**src/hw/rtl/fqrm_pkg.sv**
```systemverilog
// shared types and constants for the fifo queue with remove-min
`timescale 1ns / 1ps

package fqrm_pkg;

    localparam int DEPTH_DEF      = 16;
    localparam int DATA_WIDTH_DEF = 32;

    localparam int KIND_W   = 2;
    localparam int ITEM_W   = 32;
    localparam int STATUS_W = 2;
    localparam int OCC_W    = 5;

    typedef enum logic [KIND_W-1:0] {
        K_PUSH   = 2'd0,
        K_POP    = 2'd1,
        K_PEEK   = 2'd2,
        K_REMOVE = 2'd3
    } kind_t;

    typedef enum logic [STATUS_W-1:0] {
        ST_OK    = 2'd0,
        ST_EMPTY = 2'd1,
        ST_FULL  = 2'd2
    } status_t;

    // operation broadcast to every cell of the chain
    typedef enum logic [1:0] {
        OP_HOLD,
        OP_PUSH,
        OP_SHIFT,
        OP_REMOVE
    } op_t;

    typedef enum logic {
        S_IDLE,
        S_SCAN
    } state_t;

    typedef struct packed {
        op_t  op;
        logic clear;
    } cell_ctrl_t;

    // scan token passed from a cell to its younger neighbor
    typedef struct packed {
        logic tok;
        logic have;
    } link_t;

    typedef struct packed {
        logic [ITEM_W-1:0] item;
        status_t           status;
        logic [OCC_W-1:0]  occ;
    } res_t;

endpackage

```
**src/hw/rtl/fifo_queue_with_remove_min_core.sv**
```systemverilog
// top level of the fifo queue with remove-min, built as a chain of cells
//
//  channel | handshake           | payload
//  --------+---------------------+------------------------------
//  input   | in_valid / in_stall | kind, data_in
//  output  | out_valid/out_stall | item_out, status, occupancy
//
// push, pop and peek need no scan; an item can follow every cycle while in_stall is low
// remove-min runs a scan: a scan token walks the cell chain one
// cell per cycle carrying the running minimum, then the chosen entry is shifted out
// reset clears the entry count, the cell valid bits and the scan state
// results go through a two-entry buffer; input stalls during a scan or
// while both buffer entries hold results
`timescale 1ns / 1ps

module fifo_queue_with_remove_min_core
    import fqrm_pkg::*;
#(
    parameter int DEPTH      = DEPTH_DEF,
    parameter int DATA_WIDTH = DATA_WIDTH_DEF
)
(
    input  logic                     clk,
    input  logic                     rst_n,
    input  logic                     in_valid,
    output logic                     in_stall,
    input  logic [KIND_W-1:0]        kind,
    input  logic signed [ITEM_W-1:0] data_in,
    output logic                     out_valid,
    input  logic                     out_stall,
    output logic signed [ITEM_W-1:0] item_out,
    output logic [STATUS_W-1:0]      status,
    output logic [OCC_W-1:0]         occupancy
);

    localparam int CNT_W = $clog2(DEPTH + 1);

    state_t                       state_reg, state_next;
    logic [CNT_W-1:0]             count_reg, count_next;
    cell_ctrl_t                   ctrl;
    logic                         scan_start;
    logic                         in_accept;
    logic                         full, empty;
    logic                         take_any;
    logic                         res_valid;
    logic                         skid_full;
    res_t                         res, res_out;
    logic signed [DATA_WIDTH-1:0] push_data;

    // chain wiring: valid and data toward the older side, token toward the younger
    logic [DEPTH+1:0]             vld_chain;
    logic signed [DATA_WIDTH-1:0] data_chain [DEPTH+1];
    link_t                        tok_chain  [DEPTH+1];
    logic signed [DATA_WIDTH-1:0] min_chain  [DEPTH+1];
    logic [DEPTH-1:0]             cell_take;

    assign push_data  = DATA_WIDTH'(data_in);
    assign in_stall   = (state_reg != S_IDLE) || skid_full;
    assign in_accept  = in_valid && !in_stall;
    assign full       = (count_reg == CNT_W'(DEPTH));
    assign empty      = (count_reg == '0);
    assign take_any   = |cell_take;

    // a remove-min on a non-empty queue launches the scan token
    assign scan_start = in_accept && (kind_t'(kind) == K_REMOVE) && !empty;

    assign vld_chain[0]       = 1'b1;
    assign vld_chain[DEPTH+1] = 1'b0;
    assign data_chain[DEPTH]  = '0;
    assign tok_chain[0].tok   = scan_start;
    assign tok_chain[0].have  = 1'b0;
    assign min_chain[0]       = '0;

    // row of cells, oldest entry in cell 0
    for (genvar i = 0; i < DEPTH; i++)
    begin : g_cell
        fqrm_cell #(
            .DATA_WIDTH (DATA_WIDTH)
        ) u_cell (
            .clk         (clk),
            .rst_n       (rst_n),
            .ctrl        (ctrl),
            .push_data   (push_data),
            .left_valid  (vld_chain[i]),
            .link_in     (tok_chain[i]),
            .min_in      (min_chain[i]),
            .right_valid (vld_chain[i+2]),
            .right_data  (data_chain[i+1]),
            .valid       (vld_chain[i+1]),
            .data        (data_chain[i]),
            .link_out    (tok_chain[i+1]),
            .min_out     (min_chain[i+1]),
            .take        (cell_take[i])
        );
    end

    // request decode and scan sequencing
    always_comb
    begin
        state_next = state_reg;
        count_next = count_reg;
        ctrl.op    = OP_HOLD;
        ctrl.clear = take_any;
        res_valid  = 1'b0;
        res.item   = '0;
        res.status = ST_OK;
        unique case (state_reg)
            S_IDLE:
            begin
                if (in_accept)
                begin
                    res_valid = 1'b1;
                    if (kind_t'(kind) == K_PUSH)
                    begin
                        if (full)
                            res.status = ST_FULL;
                        else
                        begin
                            ctrl.op    = OP_PUSH;
                            count_next = count_reg + CNT_W'(1);
                        end
                    end
                    else if (empty)
                        res.status = ST_EMPTY;
                    else
                    begin
                        unique case (kind_t'(kind))
                            K_PUSH: ;
                            K_POP:
                            begin
                                ctrl.op    = OP_SHIFT;
                                res.item   = ITEM_W'(data_chain[0]);
                                count_next = count_reg - CNT_W'(1);
                            end
                            K_PEEK:
                                res.item = ITEM_W'(data_chain[0]);
                            K_REMOVE:
                            begin
                                res_valid  = 1'b0;
                                state_next = S_SCAN;
                            end
                        endcase
                    end
                end
            end
            S_SCAN:
            begin
                // token has left the last cell: the minimum and its place are known
                if (tok_chain[DEPTH].tok)
                begin
                    ctrl.op    = OP_REMOVE;
                    res_valid  = 1'b1;
                    res.item   = ITEM_W'(min_chain[DEPTH]);
                    count_next = count_reg - CNT_W'(1);
                    state_next = S_IDLE;
                end
            end
        endcase
        res.occ = OCC_W'(count_next);
    end

    always_ff @(posedge clk or negedge rst_n)
    begin
        if (!rst_n)
        begin
            state_reg <= S_IDLE;
            count_reg <= '0;
        end
        else
        begin
            state_reg <= state_next;
            count_reg <= count_next;
        end
    end

    // result buffer
    fqrm_out_buf u_out_buf (
        .clk       (clk),
        .rst_n     (rst_n),
        .res_valid (res_valid),
        .res       (res),
        .out_valid (out_valid),
        .out_stall (out_stall),
        .res_out   (res_out),
        .skid_full (skid_full)
    );

    assign item_out  = res_out.item;
    assign status    = res_out.status;
    assign occupancy = res_out.occ;

endmodule

```
**src/hw/rtl/fqrm_cell.sv**
```systemverilog
// one queue cell: holds an entry and takes part in the min scan
`timescale 1ns / 1ps

module fqrm_cell
    import fqrm_pkg::*;
#(
    parameter int DATA_WIDTH = DATA_WIDTH_DEF
)
(
    input  logic                         clk,
    input  logic                         rst_n,
    input  cell_ctrl_t                   ctrl,
    input  logic signed [DATA_WIDTH-1:0] push_data,
    input  logic                         left_valid,
    input  link_t                        link_in,
    input  logic signed [DATA_WIDTH-1:0] min_in,
    input  logic                         right_valid,
    input  logic signed [DATA_WIDTH-1:0] right_data,
    output logic                         valid,
    output logic signed [DATA_WIDTH-1:0] data,
    output link_t                        link_out,
    output logic signed [DATA_WIDTH-1:0] min_out,
    output logic                         take
);

    logic                         valid_reg, valid_next;
    logic signed [DATA_WIDTH-1:0] data_reg, data_next;
    logic                         tok_reg, have_reg, shift_reg, shift_next;
    logic signed [DATA_WIDTH-1:0] min_reg;

    // this cell becomes the running minimum when it beats what came from the left
    assign take = link_in.tok && valid_reg && (!link_in.have || (data_reg < min_in));

    // entry update
    always_comb
    begin
        valid_next = valid_reg;
        data_next  = data_reg;
        unique case (ctrl.op)
            OP_HOLD: ;
            OP_PUSH:
            begin
                if (left_valid && !valid_reg)
                begin
                    valid_next = 1'b1;
                    data_next  = push_data;
                end
            end
            OP_SHIFT:
            begin
                valid_next = right_valid;
                data_next  = right_data;
            end
            OP_REMOVE:
            begin
                if (shift_reg)
                begin
                    valid_next = right_valid;
                    data_next  = right_data;
                end
            end
        endcase
    end

    // shift mark: set from the chosen cell onward, cleared behind a newer choice
    always_comb
    begin
        priority if (take)
            shift_next = 1'b1;
        else if (ctrl.clear)
            shift_next = 1'b0;
        else if (link_in.tok)
            shift_next = 1'b1;
        else
            shift_next = shift_reg;
    end

    always_ff @(posedge clk or negedge rst_n)
    begin
        if (!rst_n)
        begin
            valid_reg <= 1'b0;
            tok_reg   <= 1'b0;
            have_reg  <= 1'b0;
            shift_reg <= 1'b0;
        end
        else
        begin
            valid_reg <= valid_next;
            tok_reg   <= link_in.tok;
            have_reg  <= link_in.have || take;
            shift_reg <= shift_next;
        end
    end

    // payload registers
    always_ff @(posedge clk)
    begin
        data_reg <= data_next;
        min_reg  <= take ? data_reg : min_in;
    end

    assign valid         = valid_reg;
    assign data          = data_reg;
    assign link_out.tok  = tok_reg;
    assign link_out.have = have_reg;
    assign min_out       = min_reg;

endmodule

```
**src/hw/rtl/fqrm_out_buf.sv**
```systemverilog
// two-entry result buffer between the queue and the output channel
`timescale 1ns / 1ps

module fqrm_out_buf
    import fqrm_pkg::*;
(
    input  logic clk,
    input  logic rst_n,
    input  logic res_valid,
    input  res_t res,
    output logic out_valid,
    input  logic out_stall,
    output res_t res_out,
    output logic skid_full
);

    logic out_valid_reg, out_valid_next;
    logic skid_valid_reg, skid_valid_next;
    res_t out_reg, out_next;
    res_t skid_reg, skid_next;
    logic drain;

    assign drain = out_valid_reg && !out_stall;

    // move results forward as the output side takes them
    always_comb
    begin
        out_valid_next  = out_valid_reg;
        skid_valid_next = skid_valid_reg;
        out_next        = out_reg;
        skid_next       = skid_reg;
        if (!out_valid_reg || drain)
        begin
            if (skid_valid_reg)
            begin
                out_next        = skid_reg;
                out_valid_next  = 1'b1;
                skid_next       = res;
                skid_valid_next = res_valid;
            end
            else
            begin
                out_next       = res;
                out_valid_next = res_valid;
            end
        end
        else if (res_valid)
        begin
            skid_next       = res;
            skid_valid_next = 1'b1;
        end
    end

    always_ff @(posedge clk or negedge rst_n)
    begin
        if (!rst_n)
        begin
            out_valid_reg  <= 1'b0;
            skid_valid_reg <= 1'b0;
        end
        else
        begin
            out_valid_reg  <= out_valid_next;
            skid_valid_reg <= skid_valid_next;
        end
    end

    always_ff @(posedge clk)
    begin
        out_reg  <= out_next;
        skid_reg <= skid_next;
    end

    assign out_valid = out_valid_reg;
    assign res_out   = out_reg;
    assign skid_full = skid_valid_reg;

endmodule

```
**config.mk**
```make
export PLATFORM = sky130hd
export DESIGN_NAME = fifo_queue_with_remove_min_core
export DESIGN_NICKNAME = d
export VERILOG_FILES = /design/src/hw/rtl/fqrm_pkg.sv /design/src/hw/rtl/fifo_queue_with_remove_min_core.sv /design/src/hw/rtl/fqrm_cell.sv /design/src/hw/rtl/fqrm_out_buf.sv
export SDC_FILE = /design/constraint.sdc
export NUM_CORES = 2
export LEC_CHECK = 0
export BUFFER_PORTS_ARGS = -buffer_cell sky130_fd_sc_hd__buf_4
export CAP_MARGIN = 20
export CELL_PAD_IN_SITES_DETAIL_PLACEMENT = 0
export CELL_PAD_IN_SITES_GLOBAL_PLACEMENT = 1
export CORE_UTILIZATION = 30
export DETAILED_ROUTE_END_ITERATION = 6
export PLACE_DENSITY_LB_ADDON = 0.1
export SLEW_MARGIN = 20
export SYNTH_ARGS = -nofsm -noshare
export SYNTH_HDL_FRONTEND = slang
export SYNTH_SLANG_ARGS = --single-unit
export TNS_END_PERCENT = 10
```
**constraint.sdc**
```tcl
create_clock -name clk -period 5.8 [get_ports clk]
set_input_delay 1.16 -clock clk [delete_from_list [all_inputs] [get_ports clk]]
set_output_delay 1.16 -clock clk [all_outputs]
set_load 0.01 [all_outputs]
```
==> results by group <==
Routing
  – First drt pass iteration count: 5
  – Post-Route WL: ~160000 um
  – Number of DRC violations after detailed routing: 0
  – Total vias in the final route: roughly 33000
  – Routed wire per std cell: between 20 and 25 um
  – Number of DRC markers in iteration 0: around 2100
  – Count of antenna-violating nets left after detailed routing: 0
  – Post-detailed-route via-to-cell ratio: 4.69

Clocking
  – Number of instances resized during post-cts repair: 0
  – Post-CTS setup repair buffer count: 0
  – Skew-Pair Late Insertion Delay: a little under 800 ps
  – Number of buffers on the longest clock path: 3
  – Clk sinks: around 1200
  – Hold buffers post-CTS: 0
  – Inserted Clock Buffers: 138
  – Clock tree from TritonCTS: yes
  – H-tree levels: 4
  – CTS Root Buffer Type: clkbuf_16
  – Clock slew seen by the registers of the worst setup and hold paths: 60 ps

GRT
  – Vias in the first global route: around 34000
  – Remaining global-route overflow: 0
  – Pin count of the biggest net entering global routing: roughly 200
  – Global-route wire length before repair: 238000 um
  – Number of antenna violations at the first check in global routing: 4
  – Global-route usage over all layers: 0.179

Layout
  – Final-stage net count: approximately 5200
  – Most frequent standard cell in the layout excluding fill and tap cells: edfxtp_1
  – Post-synthesis to final-layout area growth: 15.8%
  – Share of final-layout standard cells stronger than drive strength 1: 0.167
  – Top library cells by usage in the layout, fill and taps aside: edfxtp_1, dfxtp_1, a21o_1
  – Summed area of non-filler cells in the final layout: 61900 um2
  – Share of the core filled with cells: 0.351

Worst setup path
  – Data arrival time of the critical path: a little over 5000 ps
  – Critical setup path kind: register to register
  – Nature of the critical path startpoint: register
  – Data required time of the worst path: around 6500 ps
  – Largest driver fanout on the critical path: 12
  – Startpoint of the lowest-slack register-to-register path: g_cell[3].u_cell.data[18]$_DFFE_PP_
  – Endpoint of the worst-slack reg-to-reg timing path: g_cell[13].u_cell.shift_reg$_DFFE_PN0P_
  – Setup crit end kind: register
  – Reg2Reg Setup Slack: 1440 ps
  – R2R cell count: 12

Logic synthesis
  – Warning count from the yosys run: 0
  – Number of distinct library cells after synthesis: between 60 and 70
  – Most used flip-flop cell after synthesis: edfxtp_1
  – Mean post-synth cell area: roughly 12 um2
  – Number of synthesized flops with an enable pin: around 600
  – Synthesized area: between 50000 and 60000 um2
  – Net count after synthesis: slightly above 5000
  – Total of flip-flops plus latches after synthesis: 1173
  – Sequential cell area fraction in the yosys report: 0.556
  – Number of instances in the synthesized netlist: 4564
  – Share of flip-flops with an asynchronous set or reset: 0.0605

Job
  – Number of violations of the max-capacitance limit: 0

Timing
  – Slew at the pin closest to its max-slew limit: between 900 and 1000 ps
  – Max Transition Viols Final: 0
  – Final hold viol count: 0
  – Sum of negative setup slack: 0 ps
  – Min Hold Slack: ~400 ps
  – Clock period minus worst slack: between 4000 and 5000 ps
  – RSZ-0062 raised after global routing: false
  – Period utilisation layout: 0.752
  – Clk_skew: ~26 ps
  – Peak Freq: 229 MHz
  – Number of failing setup endpoints in the final timing report: 0
  – Relative slew slack: 0.339

Floorplan
  – Die area: roughly 180000 um2
  – Vertical extent of the die: about 420 um
  – Count of standard-cell rows: 154
  – Std-Cell Core Area: approximately 180000 um2
  – I/O pin cnt: approximately 80
  – Die width: around 420 um
  – Starting utilization of the core area: 0.303

Power and ir drop
  – Total design power: 0.0180 W
  – Pwr dens: between 200 and 300 nW/um2
  – Leakage: between 20 and 25 nW
  – Highest ir drop seen on vdd: approximately 0.31 mV

Placed design
  – Routability Congestion: between 0.7 and 0.8
  – Number of I/O port buffers: a little under 80
  – Cell area reported after detailed placement: between 50000 and 60000 um2
  – Estimated wirelength of the detail-placed design: 112000 um

Min path
  – Worst min path class: primary input to asynchronous set/reset pin

Outcome
  – Run status: finished, final reports clean
-- cell usage after synthesis (79+ instances only) --
cell | n | area (um2)
o21ai_0 | 228 | 1140
inv_1 | 489 | 1840
a21o_1 | 506 | 3800
edfxtp_1 | 590 | 17700
ha_1 | 470 | 5880
nand2_1 | 321 | 1200
dfxtp_1 | 512 | 10200
nand4_1 | 79 | 494
clkbuf_1 | 201 | 754
nor2_1 | 98 | 368
a21oi_1 | 197 | 986
mux2_2 | 361 | 4070
-- report_power, final --
group / switching [W] / leakage [nW] / internal, W
logic: 0.000206 / 12.3 / 0.000128
clock network: 0.00361 / 2.29 / 0.00534
registers: 0 / 10.4 / 0.00869
-- cells by family after synthesis --
logic type      share of synthesized area
compound gates                      0.142
xor+xnor                          0.00164
fa+ha+maj                           0.110
buf+inv                            0.0502
flops                               0.556
mux                                0.0760
simple gates                       0.0646
-- cell type report --
class	instances	area, um2
repair buffers	161	1320
flip-flops and latches	1173	29700
clock buffers	195	4030
multi-input cells	2685	21400
diodes	2	5.00
fillers	17475	115000
inverters	489	1840
well taps	2340	2930
clock inverters	63	627
-- critical path, stage by stage, from the launching register on --
cell	delay, ps
edfxtp_1	420
ha_1	310
o21ai_0	220
a21oi_1	130
a2111oi_0	640
nor4b_2	620
o221a_2	320
xor2_1	420
a21oi_4	150
nor3_1	400
nand2_2	240
buf_12	220
o21ai_0	160
-- worst max path at each step --
stage	start	end	slack, ps
after floorplan	kind[1]	g_cell[15].u_cell.data[0]$_SDFFCE_PN0P_	250
after global placement	g_cell[3].u_cell.data[18]$_DFFE_PP_	g_cell[8].u_cell.shift_reg$_DFFE_PN0P_	770
after detailed placement	g_cell[3].u_cell.data[18]$_DFFE_PP_	g_cell[13].u_cell.shift_reg$_DFFE_PN0P_	1180
after CTS	g_cell[3].u_cell.data[18]$_DFFE_PP_	g_cell[13].u_cell.shift_reg$_DFFE_PN0P_	1110
after global routing	g_cell[3].u_cell.data[18]$_DFFE_PP_	g_cell[4].u_cell.shift_reg$_DFFE_PN0P_	1050
final	g_cell[3].u_cell.data[18]$_DFFE_PP_	g_cell[13].u_cell.shift_reg$_DFFE_PN0P_	1440
-- through the flow --
step | setup WS [ps] | cells
final | 1440 | 7108
after global routing | 1050 | 7106
after CTS | 1110 | 7106
after detailed placement | 1180 | 6848
after global placement | 771 | 6848
after floorplan | 250 | 4564
-- layer usage --
metal	GRT usage	routed length [um]
met1	0.263	82500
met2	0.275	69900
met3	0.0237	5220
met4	0.0474	3490
met5	0	0
Power figures use the tool's default switching activity.
